$ cat src/sv/grid_cursor_navigator_assert.svh
// Assertion shorthands for the grid cursor navigator. They expect clk and arst_n in scope.
`ifndef GRID_CURSOR_NAVIGATOR_ASSERT_SVH
`define GRID_CURSOR_NAVIGATOR_ASSERT_SVH

// Same-cycle implication.
`define GCN_ASSERT_IMPL(name, ante, cons) \
	name: assert property (@(posedge clk) disable iff (!arst_n) (ante) |-> (cons)) \
		else $error("grid cursor navigator: same-cycle check failed");

// Next-cycle implication.
`define GCN_ASSERT_NEXT(name, ante, cons) \
	name: assert property (@(posedge clk) disable iff (!arst_n) (ante) |=> (cons)) \
		else $error("grid cursor navigator: next-cycle check failed");

`endif

$ cat src/sv/gcn_pkg.sv
package gcn_pkg;

	localparam int MAX_ITEMS = 1024;

	localparam int CNT_W     = 11;
	localparam int IDX_W     = 10;
	localparam int STEP_W    = 12;
	localparam int SLOT_W    = 16;
	localparam int REQ_W     = 2;
	localparam int CFG_IDX_W = 2;

	localparam int S_DATA_W = 56;
	localparam int M_DATA_W = 64;

	localparam int MUL_W  = CNT_W + 1;
	localparam int PROD_W = 2 * MUL_W;

	localparam int DIV_DW     = SLOT_W;
	localparam int DIV_SW     = CNT_W;
	localparam int DIV_STEPS  = DIV_DW / 2;
	localparam int DIV_CNT_W  = $clog2(DIV_STEPS);

	localparam logic [REQ_W-1:0] REQ_MOVE = 2'd0;
	localparam logic [REQ_W-1:0] REQ_SET  = 2'd1;
	localparam logic [REQ_W-1:0] REQ_SLOT = 2'd2;

	localparam logic [CFG_IDX_W-1:0] CFG_ITEM_COUNT   = 2'd0;
	localparam logic [CFG_IDX_W-1:0] CFG_COLUMNS      = 2'd1;
	localparam logic [CFG_IDX_W-1:0] CFG_VISIBLE_ROWS = 2'd2;

	typedef enum logic [4:0] {
		ST_IDLE,
		ST_ROWS_GO,
		ST_ROWS_WAIT,
		ST_PAGES_GO,
		ST_PAGES_WAIT,
		ST_DISPATCH,
		ST_COL,
		ST_CUR_GO,
		ST_CUR_WAIT,
		ST_MUL_STEP,
		ST_ROW,
		ST_MUL_WRAP,
		ST_WRAP,
		ST_FOLLOW,
		ST_PAGE_GO,
		ST_PAGE_WAIT,
		ST_MUL_AREA,
		ST_AREA_CHK,
		ST_SLOT_GO,
		ST_SLOT_WAIT,
		ST_MUL_IDX,
		ST_IDX_CHK,
		ST_DONE
	} st_t;

	typedef struct packed {
		logic busy;
		logic done;
	} div_stat_t;

endpackage

$ cat src/sv/gcn_div.sv
module gcn_div (
	input  logic                         clk,
	input  logic                         arst_n,
	input  logic                         start,
	input  logic [gcn_pkg::DIV_DW-1:0]   dividend,
	input  logic [gcn_pkg::DIV_SW-1:0]   divisor,
	output gcn_pkg::div_stat_t           stat,
	output logic [gcn_pkg::DIV_DW-1:0]   quotient,
	output logic [gcn_pkg::DIV_SW-1:0]   remainder
);
	import gcn_pkg::*;

	logic [DIV_DW-1:0]    dvd_q;
	logic [DIV_SW-1:0]    rem_q;
	logic [DIV_SW-1:0]    dsr_q;
	logic [DIV_CNT_W-1:0] cnt_q;
	logic                 busy_q;
	logic                 done_q;

	logic [DIV_SW:0]   r1;
	logic [DIV_SW:0]   r1n;
	logic [DIV_SW:0]   r2;
	logic [DIV_SW:0]   r2n;
	logic              ge1;
	logic              ge2;

	// two restoring steps per cycle
	always_comb begin
		r1  = {rem_q, dvd_q[DIV_DW-1]};
		ge1 = r1 >= {1'b0, dsr_q};
		r1n = ge1 ? r1 - {1'b0, dsr_q} : r1;
		r2  = {r1n[DIV_SW-1:0], dvd_q[DIV_DW-2]};
		ge2 = r2 >= {1'b0, dsr_q};
		r2n = ge2 ? r2 - {1'b0, dsr_q} : r2;
	end

	always_ff @(posedge clk or negedge arst_n) begin
		if (!arst_n) begin
			busy_q <= 1'b0;
			done_q <= 1'b0;
			cnt_q  <= '0;
		end else begin
			done_q <= 1'b0;
			if (start) begin
				busy_q <= 1'b1;
				cnt_q  <= '0;
			end else if (busy_q) begin
				cnt_q <= cnt_q + DIV_CNT_W'(1);
				if (cnt_q == DIV_CNT_W'(DIV_STEPS - 1)) begin
					busy_q <= 1'b0;
					done_q <= 1'b1;
				end
			end
		end
	end

	always_ff @(posedge clk) begin
		if (start) begin
			dvd_q <= dividend;
			rem_q <= '0;
			dsr_q <= divisor;
		end else if (busy_q) begin
			dvd_q <= {dvd_q[DIV_DW-3:0], ge1, ge2};
			rem_q <= r2n[DIV_SW-1:0];
		end
	end

	assign stat.busy = busy_q;
	assign stat.done = done_q;
	assign quotient  = dvd_q;
	assign remainder = rem_q;

endmodule

$ cat src/sv/grid_cursor_navigator.sv
// Cursor and scroll window over a row-major grid. One request is taken at a time and gives one
// result; the block is not ready while a request is in work. All divisions run on one shared
// divider that retires two quotient bits per cycle, and all products on one 12x12 multiplier
// with a registered product. A move that wraps above the top row also passes the wrap multiply
// and wrap states, and an out-of-range set-cursor request, a move on an empty grid or an unused
// code goes straight to the result; the next request can be taken as soon as the result is
// offered. Each configuration write to a known index recomputes the row and page totals with
// two divisions, during which the request and configuration channels are not ready.
module grid_cursor_navigator (
	input  logic                              clk,
	input  logic                              arst_n,
	input  logic                              cfg_valid,
	output logic                              cfg_ready,
	input  logic [gcn_pkg::CFG_IDX_W-1:0]     cfg_index,
	input  logic [gcn_pkg::CNT_W-1:0]         cfg_data,
	input  logic                              s_tvalid,
	output logic                              s_tready,
	// col_step[11:0], row_step[23:12], target_index[33:24], slot_number[49:34], zero[55:50]
	input  logic [gcn_pkg::S_DATA_W-1:0]      s_tdata,
	// req_type[1:0]
	input  logic [gcn_pkg::REQ_W-1:0]         s_tuser,
	output logic                              m_tvalid,
	input  logic                              m_tready,
	// cursor_pos[9:0], window_top[19:10], moved[20], row_total[31:21], page_total[42:32],
	// page_now[52:43], slot_item[62:53], slot_valid[63]
	output logic [gcn_pkg::M_DATA_W-1:0]      m_tdata
);
	import gcn_pkg::*;

	st_t state_q;
	st_t state_d;

	logic [CNT_W-1:0] item_count_q;
	logic [CNT_W-1:0] columns_q;
	logic [CNT_W-1:0] vis_rows_q;
	logic [CNT_W-1:0] cnt_eff;
	logic [CNT_W-1:0] cols_eff;
	logic [CNT_W-1:0] vis_eff;
	logic             cfg_known;

	logic [IDX_W-1:0] cursor_q;
	logic [IDX_W-1:0] top_q;
	logic [IDX_W-1:0] page_now_q;
	logic [CNT_W-1:0] rows_q;
	logic [CNT_W-1:0] pages_q;

	logic [REQ_W-1:0]         req_q;
	logic signed [STEP_W-1:0] col_step_q;
	logic signed [STEP_W-1:0] row_step_q;
	logic [IDX_W-1:0]         target_q;
	logic [SLOT_W-1:0]        slot_q;

	logic [IDX_W-1:0]         cur_q;
	logic [IDX_W-1:0]         row_q;
	logic [IDX_W-1:0]         col_q;
	logic signed [PROD_W-1:0] prod_q;
	logic [PROD_W-1:0]        prod_u;
	logic                     moved_q;
	logic [IDX_W-1:0]         slot_item_q;
	logic                     slot_valid_q;

	logic                m_tvalid_q;
	logic [M_DATA_W-1:0] m_tdata_q;
	logic                out_free;

	logic signed [MUL_W-1:0] mul_a;
	logic signed [MUL_W-1:0] mul_b;

	logic              div_start;
	logic [DIV_DW-1:0] div_dividend;
	logic [DIV_SW-1:0] div_divisor;
	div_stat_t         div_stat;
	logic [DIV_DW-1:0] div_quo;
	logic [DIV_SW-1:0] div_rem;

	logic [CNT_W:0]   rows_num;
	logic [CNT_W:0]   pages_num;
	logic [CNT_W-1:0] cnt_m1;
	logic [CNT_W-1:0] rows_m1;
	logic [CNT_W-1:0] rows_m2;
	logic [CNT_W-1:0] win_row;
	logic             target_ok;

	logic signed [IDX_W+2:0] col_sum;
	logic                    col_under;
	logic                    col_over;
	logic [IDX_W-1:0]        col_next;

	logic signed [PROD_W:0]  row_next;
	logic                    row_under;
	logic                    row_over;
	logic signed [IDX_W+2:0] row_add;

	logic [PROD_W-1:0] wrap_idx;
	logic [PROD_W-1:0] wrap_back;
	logic              wrap_over;

	logic [CNT_W-1:0] f_max_top;
	logic [IDX_W-1:0] f_top1;
	logic [CNT_W:0]   f_lim;
	logic [CNT_W:0]   f_top2;
	logic [CNT_W:0]   f_top3;

	logic              area_ok;
	logic              slot_near;
	logic [PROD_W-1:0] idx_sum;
	logic              idx_ok;

	gcn_div u_div (
		.clk       (clk),
		.arst_n    (arst_n),
		.start     (div_start),
		.dividend  (div_dividend),
		.divisor   (div_divisor),
		.stat      (div_stat),
		.quotient  (div_quo),
		.remainder (div_rem)
	);

	assign cnt_eff   = (item_count_q > CNT_W'(MAX_ITEMS)) ? CNT_W'(MAX_ITEMS) : item_count_q;
	assign cols_eff  = (columns_q == '0) ? CNT_W'(1) : columns_q;
	assign vis_eff   = (vis_rows_q == '0) ? CNT_W'(1) : vis_rows_q;
	assign cfg_known = (cfg_index == CFG_ITEM_COUNT) || (cfg_index == CFG_COLUMNS)
		|| (cfg_index == CFG_VISIBLE_ROWS);
	assign out_free  = !m_tvalid_q || m_tready;
	assign prod_u    = $unsigned(prod_q);

	always_comb begin
		rows_num  = {1'b0, cnt_eff} + {1'b0, cols_eff} - (CNT_W+1)'(1);
		pages_num = {1'b0, rows_q} + {1'b0, vis_eff} - (CNT_W+1)'(1);
		cnt_m1    = cnt_eff - CNT_W'(1);
		rows_m1   = rows_q - CNT_W'(1);
		rows_m2   = rows_q - CNT_W'(2);
		win_row   = {1'b0, top_q} + {1'b0, row_q};
		target_ok = {1'b0, target_q} < cnt_eff;

		// linear column wrap
		col_sum   = $signed({3'b000, cursor_q}) + $signed({col_step_q[STEP_W-1], col_step_q});
		col_under = col_sum < 0;
		col_over  = col_sum >= $signed({2'b00, cnt_eff});
		if (col_under) begin
			col_next = cnt_m1[IDX_W-1:0];
		end else if (col_over) begin
			col_next = '0;
		end else begin
			col_next = col_sum[IDX_W-1:0];
		end

		row_next  = $signed({{(PROD_W+1-IDX_W){1'b0}}, cur_q}) + $signed({prod_q[PROD_W-1], prod_q});
		row_under = row_next < 0;
		row_over  = row_next >= $signed({{(PROD_W+1-CNT_W){1'b0}}, cnt_eff});
		row_add   = $signed({3'b000, row_q}) + $signed({row_step_q[STEP_W-1], row_step_q});

		// land on the last row, one row higher if that slot is past the end
		wrap_idx  = prod_u + {{(PROD_W-IDX_W){1'b0}}, col_q};
		wrap_over = wrap_idx >= {{(PROD_W-CNT_W){1'b0}}, cnt_eff};
		wrap_back = wrap_idx - {{(PROD_W-CNT_W){1'b0}}, cols_eff};

		f_max_top = (rows_q > vis_eff) ? rows_q - vis_eff : '0;
		f_top1    = (row_q < top_q) ? row_q : top_q;
		f_lim     = {2'b00, f_top1} + {1'b0, vis_eff};
		f_top2    = ({2'b00, row_q} >= f_lim)
			? {2'b00, row_q} - {1'b0, vis_eff} + (CNT_W+1)'(1) : {2'b00, f_top1};
		f_top3    = (f_top2 > {1'b0, f_max_top}) ? {1'b0, f_max_top} : f_top2;

		area_ok   = {{(PROD_W-SLOT_W){1'b0}}, slot_q} < prod_u;
		// drop a slot whose row or column lies past every item
		slot_near = (div_quo[DIV_DW-1:IDX_W] == '0) && (div_rem[DIV_SW-1:IDX_W] == '0);
		idx_sum   = prod_u + {{(PROD_W-IDX_W){1'b0}}, col_q};
		idx_ok    = idx_sum < {{(PROD_W-CNT_W){1'b0}}, cnt_eff};
	end

	always_comb begin
		state_d = state_q;
		unique case (state_q)
			ST_IDLE: begin
				if (cfg_valid) begin
					if (cfg_known) begin
						state_d = ST_ROWS_GO;
					end
				end else if (s_tvalid) begin
					state_d = ST_DISPATCH;
				end
			end
			ST_ROWS_GO:    state_d = ST_ROWS_WAIT;
			ST_ROWS_WAIT:  if (div_stat.done) state_d = ST_PAGES_GO;
			ST_PAGES_GO:   state_d = ST_PAGES_WAIT;
			ST_PAGES_WAIT: if (div_stat.done) state_d = ST_IDLE;
			ST_DISPATCH: begin
				unique case (req_q)
					REQ_MOVE: state_d = (cnt_eff != '0) ? ST_COL : ST_DONE;
					REQ_SET:  state_d = target_ok ? ST_CUR_GO : ST_DONE;
					REQ_SLOT: state_d = ST_MUL_AREA;
					default:  state_d = ST_DONE;
				endcase
			end
			ST_COL:      state_d = ST_CUR_GO;
			ST_CUR_GO:   state_d = ST_CUR_WAIT;
			ST_CUR_WAIT: begin
				if (div_stat.done) begin
					state_d = (req_q == REQ_MOVE) ? ST_MUL_STEP : ST_FOLLOW;
				end
			end
			ST_MUL_STEP:  state_d = ST_ROW;
			ST_ROW:       state_d = row_under ? ST_MUL_WRAP : ST_FOLLOW;
			ST_MUL_WRAP:  state_d = ST_WRAP;
			ST_WRAP:      state_d = ST_FOLLOW;
			ST_FOLLOW:    state_d = ST_PAGE_GO;
			ST_PAGE_GO:   state_d = ST_PAGE_WAIT;
			ST_PAGE_WAIT: if (div_stat.done) state_d = ST_DONE;
			ST_MUL_AREA:  state_d = ST_AREA_CHK;
			ST_AREA_CHK:  state_d = area_ok ? ST_SLOT_GO : ST_DONE;
			ST_SLOT_GO:   state_d = ST_SLOT_WAIT;
			ST_SLOT_WAIT: begin
				if (div_stat.done) begin
					state_d = slot_near ? ST_MUL_IDX : ST_DONE;
				end
			end
			ST_MUL_IDX:   state_d = ST_IDX_CHK;
			ST_IDX_CHK:   state_d = ST_DONE;
			ST_DONE:      if (out_free) state_d = ST_IDLE;
			default:      state_d = ST_IDLE;
		endcase
	end

	always_comb begin
		cfg_ready    = state_q == ST_IDLE;
		s_tready     = (state_q == ST_IDLE) && !cfg_valid;
		div_start    = 1'b0;
		div_dividend = '0;
		div_divisor  = cols_eff;
		mul_a        = '0;
		mul_b        = $signed({1'b0, cols_eff});
		unique case (state_q)
			ST_ROWS_GO: begin
				div_start    = 1'b1;
				div_dividend = DIV_DW'(rows_num);
			end
			ST_PAGES_GO: begin
				div_start    = 1'b1;
				div_dividend = DIV_DW'(pages_num);
				div_divisor  = vis_eff;
			end
			ST_CUR_GO: begin
				div_start    = 1'b1;
				div_dividend = DIV_DW'(cur_q);
			end
			ST_SLOT_GO: begin
				div_start    = 1'b1;
				div_dividend = slot_q;
			end
			ST_PAGE_GO: begin
				div_start    = 1'b1;
				div_dividend = DIV_DW'(top_q);
				div_divisor  = vis_eff;
			end
			ST_MUL_STEP: mul_a = row_step_q;
			ST_MUL_WRAP: mul_a = $signed({1'b0, rows_m1});
			ST_MUL_AREA: mul_a = $signed({1'b0, vis_eff});
			ST_MUL_IDX:  mul_a = $signed({1'b0, win_row});
			default: begin
			end
		endcase
	end

	always_ff @(posedge clk or negedge arst_n) begin
		if (!arst_n) begin
			state_q      <= ST_IDLE;
			item_count_q <= '0;
			columns_q    <= CNT_W'(1);
			vis_rows_q   <= CNT_W'(1);
			cursor_q     <= '0;
			top_q        <= '0;
			page_now_q   <= '0;
			rows_q       <= '0;
			pages_q      <= '0;
			m_tvalid_q   <= 1'b0;
		end else begin
			state_q <= state_d;
			if (cfg_valid && cfg_ready && cfg_known) begin
				unique case (cfg_index)
					CFG_ITEM_COUNT:   item_count_q <= cfg_data;
					CFG_COLUMNS:      columns_q    <= cfg_data;
					CFG_VISIBLE_ROWS: vis_rows_q   <= cfg_data;
					default: begin
					end
				endcase
				cursor_q   <= '0;
				top_q      <= '0;
				page_now_q <= '0;
			end
			if (div_stat.done) begin
				unique case (state_q)
					ST_ROWS_WAIT:  rows_q     <= div_quo[CNT_W-1:0];
					ST_PAGES_WAIT: pages_q    <= div_quo[CNT_W-1:0];
					ST_PAGE_WAIT:  page_now_q <= div_quo[IDX_W-1:0];
					default: begin
					end
				endcase
			end
			if (state_q == ST_FOLLOW) begin
				cursor_q <= cur_q;
				top_q    <= f_top3[IDX_W-1:0];
			end
			if ((state_q == ST_DONE) && out_free) begin
				m_tvalid_q <= 1'b1;
			end else if (m_tready) begin
				m_tvalid_q <= 1'b0;
			end
		end
	end

	always_ff @(posedge clk) begin
		unique case (state_q)
			ST_IDLE: begin
				if (s_tvalid && s_tready) begin
					req_q      <= s_tuser;
					col_step_q <= s_tdata[11:0];
					row_step_q <= s_tdata[23:12];
					target_q   <= s_tdata[33:24];
					slot_q     <= s_tdata[49:34];
				end
			end
			ST_DISPATCH: begin
				moved_q      <= 1'b0;
				slot_item_q  <= '0;
				slot_valid_q <= 1'b0;
				cur_q        <= target_q;
			end
			ST_COL: cur_q <= col_next;
			ST_MUL_STEP, ST_MUL_WRAP, ST_MUL_AREA, ST_MUL_IDX: begin
				prod_q <= PROD_W'(mul_a) * PROD_W'(mul_b);
			end
			ST_CUR_WAIT, ST_SLOT_WAIT: begin
				if (div_stat.done) begin
					row_q <= div_quo[IDX_W-1:0];
					col_q <= div_rem[IDX_W-1:0];
				end
			end
			ST_ROW: begin
				if (!row_under) begin
					if (row_over) begin
						cur_q <= col_q;
						row_q <= '0;
					end else begin
						cur_q <= row_next[IDX_W-1:0];
						row_q <= row_add[IDX_W-1:0];
					end
				end
			end
			ST_WRAP: begin
				cur_q <= wrap_over ? wrap_back[IDX_W-1:0] : wrap_idx[IDX_W-1:0];
				row_q <= wrap_over ? rows_m2[IDX_W-1:0] : rows_m1[IDX_W-1:0];
			end
			ST_FOLLOW: moved_q <= (req_q == REQ_MOVE) && (cur_q != cursor_q);
			ST_IDX_CHK: begin
				if (idx_ok) begin
					slot_item_q  <= idx_sum[IDX_W-1:0];
					slot_valid_q <= 1'b1;
				end
			end
			ST_DONE: begin
				if (out_free) begin
					m_tdata_q <= {slot_valid_q, slot_item_q, page_now_q, pages_q, rows_q,
						moved_q, top_q, cursor_q};
				end
			end
			default: begin
			end
		endcase
	end

	assign m_tvalid = m_tvalid_q;
	assign m_tdata  = m_tdata_q;

`include "grid_cursor_navigator_assert.svh"

	`GCN_ASSERT_NEXT(a_busy_after_accept, s_tvalid && s_tready, !s_tready)
	`GCN_ASSERT_IMPL(a_div_owned, div_stat.busy || div_stat.done, state_q == ST_ROWS_WAIT || state_q == ST_PAGES_WAIT || state_q == ST_CUR_WAIT || state_q == ST_SLOT_WAIT || state_q == ST_PAGE_WAIT)
	`GCN_ASSERT_IMPL(a_cursor_in_range, state_q == ST_IDLE && cnt_eff != '0, CNT_W'(cursor_q) < cnt_eff)
	`GCN_ASSERT_IMPL(a_result_from_done, $rose(m_tvalid_q), $past(state_q == ST_DONE))

endmodule

$ cat config.mk
export PLATFORM = sky130hd
export DESIGN_NAME = grid_cursor_navigator
export DESIGN_NICKNAME = d
export VERILOG_FILES = /design/src/sv/gcn_pkg.sv /design/src/sv/gcn_div.sv /design/src/sv/grid_cursor_navigator.sv
export VERILOG_INCLUDE_DIRS = /design/src /design/src/sv
export SDC_FILE = /design/constraint.sdc
export NUM_CORES = 1
export LEC_CHECK = 0
export ABC_CLOCK_PERIOD_IN_PS = 17900
export BUFFER_PORTS_ARGS = -buffer_cell sky130_fd_sc_hd__buf_4
export CORE_UTILIZATION = 50
export CTS_BUF_LIST = sky130_fd_sc_hd__clkbuf_4
export CTS_CLUSTER_SIZE = 20
export DETAILED_ROUTE_END_ITERATION = 8
export MAX_ROUTING_LAYER = met4
export PLACE_DENSITY_LB_ADDON = 0.2
export SKIP_LAST_GASP = 1
export SYNTH_ARGS = -nofsm -noshare
export SYNTH_HDL_FRONTEND = slang
export SYNTH_SLANG_ARGS = --single-unit
$ cat constraint.sdc
create_clock -name clk -period 17.9 [get_ports clk]
set_input_delay 0 -clock clk [delete_from_list [all_inputs] [get_ports clk]]
set_output_delay 0 -clock clk [all_outputs]
set_load 0.01 [all_outputs]
After elaboration in Yosys (flattened, before gate mapping):

Cells that the tools add are included.
Widths: inputs -> output; s select.

* memory bits (writable): 0
* latch bits: 0
* logic and storage cells: 211
* output and inout port bits: 67
* memories: 0
* bits in read-only memories: 0
* register bits after elaboration: 316

* order comparisons: 15
* shift-type cells: 0
* bitwise gates (word level): 1
* reductions and logical operators: 42
* multipliers: 1
* div/mod/pow operators: 0
* equal/unequal tests: 39
* add/sub/neg operators: 20
* multiplexer cells: 64

Operator list (number)
* $mux 10: 18
* $pmux 5 s23: 1
* $pmux 16 s5: 1
* $mux 11: 7
* $mux 5: 11
* $pmux 12 s4: 1
* $eq 5x4->1 const B: 8
* $pmux 10 s4: 1
* $eq 5x5->1 const B: 7
* $sub 11x11->11: 3
* $mux 16: 2
* $pmux 10 s3: 1
* $add 11x24->25: 1
* $ge 25x12->1: 1
* $lt 25x1->1 const B: 1
* $add 11x11->12: 2
* $add 24x10->24: 1
* $ge 12x11->1: 2
* $ge 24x11->1: 1
* $lt 16x24->1: 1
* $lt 24x11->1: 1
* $mul 12x12->24: 1
* $sub 12x1->12 const B: 2
* $logic_not 11->1: 2
* 53 further kinds: 105

Longest topological paths before layout:

* word-level depth: 8
* depth in mapped cells: 40
* mapped depth without buffers: 38

Cells and area by module:

A second synthesis with hierarchy kept.

* cell total of the unflattened synthesis: 2832
* area, all modules: 27661.5 um^2

By module, submodules not included
* grid_cursor_navigator: instances 1, sequential area each 7744.9 um^2, area each 24752.5 um^2, cells an instance 2555
* gcn_div: instances 1, sequential area each 1156.1 um^2, area each 2909.0 um^2, cells an instance 277

Worst setup path after synthesis:

Ideal clock, no wire load.

* path kind: reg-to-reg
* start point: register row_q[1]
* end point: register top_q[2]
* arrival: 7.171 ns
* required time: 17.774 ns
* library setup time: 0.126 ns
* buffers on the path: 2
* cell stages (with the launch flop): 40
* setup slack: 10.603 ns
* cells stage by stage: edfxtp_1 -> ha_1 -> nor2b_1 -> o21a_1 -> o21a_1 -> o21ai_0 -> a21oi_1 -> nor2_1 -> o21ai_1 -> mux2_2 -> ha_1 -> inv_1 -> fa_1 -> nor2b_1 -> o21a_1 -> o21ai_0 -> nand2b_1 -> a21oi_1 -> [... 4 more ...] -> a21oi_1 -> nor2b_1 -> o21ai_0 -> and3b_1 -> clkbuf_1 -> mux2_2 -> ha_1 -> nor2b_1 -> o21ai_0 -> nand2b_1 -> a21oi_1 -> a2bb2oi_1 -> a211oi_1 -> o21a_1 -> or2_2 -> and2_1 -> clkbuf_1 -> a221o_1

* word-level cells in the longest chain between the ends: 8
* elaborated cells on any way between the ends: 10
* classes of those cells: 3 x add/sub; 3 x order compare; 4 x mux

Ends and longest elaborated chain
* start, declared: RTL line grid_cursor_navigator.sv:54 `logic [IDX_W-1:0] row_q;`
* start signal, assigned: RTL line grid_cursor_navigator.sv:336 `row_q <= div_quo[IDX_W-1:0];`
* start signal, assigned: RTL line grid_cursor_navigator.sv:347 `row_q <= row_add[IDX_W-1:0];`
* start signal, assigned: RTL line grid_cursor_navigator.sv:353 `row_q <= wrap_over ? rows_m2[IDX_W-1:0] : rows_m1[IDX_W-1:0];`
* $lt 10x10->1: RTL line grid_cursor_navigator.sv:160 `f_top1 = (row_q < top_q) ? row_q : top_q;`
* $mux 10: RTL line grid_cursor_navigator.sv:160
* $add 10x11->12: RTL line grid_cursor_navigator.sv:161 `f_lim = {2'b00, f_top1} + {1'b0, vis_eff};`
* $ge 10x12->1: RTL line grid_cursor_navigator.sv:162 `f_top2 = ({2'b00, row_q} >= f_lim)`
* $mux 12 (*): RTL line grid_cursor_navigator.sv:163 `? {2'b00, row_q} - {1'b0, vis_eff} + (CNT_W+1)'(1) : {2'b00, f_top1};`
* $gt 12x11->1: RTL line grid_cursor_navigator.sv:164 `f_top3 = (f_top2 > {1'b0, f_max_top}) ? {1'b0, f_max_top} : f_top2;`
* $mux 10 (*): RTL line grid_cursor_navigator.sv:164
* $mux 10 (*): RTL line grid_cursor_navigator.sv:301 `if (state_q == ST_FOLLOW) begin`
* end signal, assigned: RTL line grid_cursor_navigator.sv:303 `top_q <= f_top3[IDX_W-1:0];`
* end, declared: RTL line grid_cursor_navigator.sv:42 `logic [IDX_W-1:0] top_q;`

Mark *: on every way between the ends. The rest lies on a longest branch, timed or not.
A chain may end at the register's enable or synchronous reset.

Worst setup path after layout:

* start point: register top_q[1]
* end point: register top_q[6]

* word-level cells in the longest chain between the ends: 8

Ends and longest elaborated chain (RTL line)
* $lt 10x10->1: grid_cursor_navigator.sv:160
* $mux 10 (*): grid_cursor_navigator.sv:160
* $add 10x11->12: grid_cursor_navigator.sv:161
* $ge 10x12->1: grid_cursor_navigator.sv:162
* $mux 12 (*): grid_cursor_navigator.sv:163
* $gt 12x11->1: grid_cursor_navigator.sv:164
* $mux 10 (*): grid_cursor_navigator.sv:164
* $mux 10 (*): grid_cursor_navigator.sv:301

Marked as above.

==> results_dict.tcl <==
set metrics [dict create \
    peakVddDrop_mv 0.195 \
    die_y_um 237 \
    crit_path_frequent_cell "o21ai_0" \
    clock_sinks 316 \
    syn-num-nets 3346 \
    ant_nets 0 \
    finalWorstSetupSlack_ns 9.33 \
    worstSetupPathType "reg2reg" \
    hold_path_class "in2async" \
    yosysUniqueCellTypes 83 \
    p_leak_nw 14.4 \
    die_area_um2 56000 \
    yosys_most_used_dff "edfxtp_1" \
    gp_congestion 1.00 \
    synth-seq-cells 316 \
    post_drt_wl_per_cell_um 24.0 \
    min_period_ns 8.57 \
    grt_overflow 0 \
    synth-edff-count 209 \
    synth_most_common_cell "inv_1" \
    run_status "finished with violations" \
    cts_made_buffers 85 \
    avgSynthCellArea_um2 9.76 \
    cts_tree "built" \
    core_area_um2 54100 \
    cts-root-buf "clkbuf_4" \
    crit_path_max_incr_delay_ns 0.75 \
    rsz0062_at_grt "false" \
    nNetsFinal 3647 \
    finalMaxSlewViolations 0 \
    crit_start "top_q[1]$_DFFE_PN0P_" \
    grt_pass1_vias 23043 \
    yosysTopAreaCell "edfxtp_1" \
    grt_usage_pct 34.5 \
    port_buffers 136 \
    arrival_ns 9.34 \
    grt_pass1_wl_um 140000 \
    totalWireLength_um 93500 \
    p_per_area_nw_per_um2 198 \
    areaGrowthSynthToFinish_pct 16.0 \
    antenna_found_initial 4 \
    setup_viol 0 \
    drive_gt1_share_pct 13.0 \
    end_kind "register" \
    rows 85 \
    cts_resized 0 \
    worst_pin_slew_ns 1.41 \
    synth_top_area_share_pct 22.8 \
    dpl.hpwl_um 72300 \
    cp_data_required_time_ns 18.67 \
    pre_cts_ws_ns 9.56 \
    period_share_pct 47.9 \
    hold_viol 0 \
    max_cap_violations 0 \
    synth_area_um2 27500 \
    io_pins 143 \
    viasPerCell 6.02 \
    grt_max_degree 65 \
    drt-initial-drc-count 2119 \
    violations "DRC" \
    slew_headroom_pct 5.83 \
    critPathMaxFanout 11 \
    drc 1 \
    r2r-start "top_q[1]$_DFFE_PN0P_" \
    slowest_stage "o21ai_1" \
    start_util_pct 50.9 \
    synthCells 2821 \
    synthArstFlopShare_pct 30.4 \
    htreeDepth 3 \
    clkTransAtPathRegs_ns 0.07 \
    finClkSkew_ns 0.0725 \
    yosysSeqAreaShare_pct 32.3 \
    ys_top_cells_by_count "360 x inv_1, 311 x ha_1, 216 x nand2_1" \
    drt-pass1-iter-count 9 \
    tns_ns 0 \
    cts_buffer_depth 3 \
    worstSetupStartpointType "register" \
    die_x_um 237 \
    max_freq_ghz 0.117 \
    synthTopCellsByArea "edfxtp_1 23%, ha_1 14%, fa_1 10%, dfrtp_1 8.5%, inv_1 4.9%" \
    synth-warning-count 0 \
    worstSkewPairLatency_ns 0.87 \
    via_count 23474 \
]
-- cells by family after synthesis --
logic type	Yosys count	synth area share, %
xor+xnor	162	5.15
simple gates	711	12.8
fa+ha+maj	449	24.2
compound gates	631	15.6
flops	316	32.3
buf+inv	462	6.39
mux	90	3.58
-- power breakdown --
group	internal (mW)	total [mW]	switching (mW)	leakage [nW]
clock network	0.332	0.668	0.336	0.668
logic	1.73	4.19	2.46	10.4
registers	1.06	1.46	0.408	3.29
total	3.12	6.32	3.20	14.4
-- cell type report --
type / count / area [µm²]
Antenna cell: 9 / 22.5
Clock buffer: 120 / 901
Clock inverter: 38 / 216
Fill cell: 4646 / 22200
Inverter: 362 / 1360
Multi-Input combinational cell: 2043 / 16900
Sequential cell: 316 / 8900
Tap cell: 696 / 871
Timing Repair Buffer: 314 / 2750
-- critical path, delay by kind of cell (launching register included) --
kind / cells / cell delay, ns
AO/OA/AOI/OAI: 17 / 3.20
AND/OR/NAND/NOR: 11 / 2.06
XOR/XNOR: 1 / 0.17
buffers and inverters: 2 / 0.22
adder cells (fa/ha/maj): 5 / 1.24
multiplexers: 2 / 0.88
flip-flops: 1 / 0.69
-- sequential cells by signal, summed over array words and instances (netlist names), 11 cells and up --
signal / flops
row_step_q: 12
u_div.quotient: 16
u_div.remainder: 11
columns_q: 11
col_step_q: 12
pages_q: 11
u_div.dsr_q: 11
item_count_q: 11
m_tdata: 64
rows_q: 11
vis_rows_q: 11
slot_q: 16
prod_q: 24
-- cell usage in the layout, fill, tap and decap left out, types with 56 or more instances in the layout --
cell           instances
inv_1                360
ha_1                 311
nand2_1              216
edfxtp_1             209
buf_4                162
dlygate4sd3_1        151
nor2_1               145
fa_1                 138
a21oi_1              132
o21ai_0              126
clkbuf_4             120
xnor2_1              106
dfrtp_1               94
and2_1                75
mux2_2                68
a21o_1                56
xor2_1                56
-- per-layer routing --
| metal | wire (µm) | vias to the layer above | global-route usage, % |
|---|---|---|---|
| met1 | 39100 | 11457 | 45.2 |
| met5 | 0 | - | - |
| li1 | - | 10666 | - |
| met4 | 4080 | 0 | 14.3 |
| met3 | 8060 | 202 | 5.64 |
| met2 | 42300 | 1149 | 53.1 |
-- worst paths after layout --
path	end	slack [ns]	cells after the start
worst max register to register	top_q[6]$_DFFE_PN0P_	9.33	38
min in group clk	m_tvalid$_DFFE_PN0P_	0.26	4
worst min register to register	m_tdata[40]$_DFFE_PP_	0.40	0
worst max-delay path	top_q[6]$_DFFE_PN0P_	9.33	38
max in group asynchronous	pages_q[6]$_DFFE_PN0P_	16.71	4
worst min-delay path	cursor_q[0]$_DFFE_PN0P_	0.22	4
-- per-stage QoR --
stage | instance area [µm²] | std cells | hold slack, ns | total power [mW] | util [%]
after floorplan | 27500 | 2821 | -0.296 | 4.30 | -
after global placement | 29300 | 3579 | 0.00220 | 5.40 | 54.1
after detailed placement | 29300 | 3579 | 0.0177 | 5.52 | 54.1
after CTS | 31900 | 3889 | 0.145 | 6.25 | 59.0
after global routing | 31900 | 3898 | 0.143 | 6.81 | 59.0
final | 31900 | 3898 | 0.221 | 6.32 | 59.0
-- what timing repair did --
action,4_1_cts,5_1_grt
hold buffers,152,0
setup buffers,0,0
endpoints found under the hold margin,203,0
No activity file was read; power rests on OpenSTA's default activity.
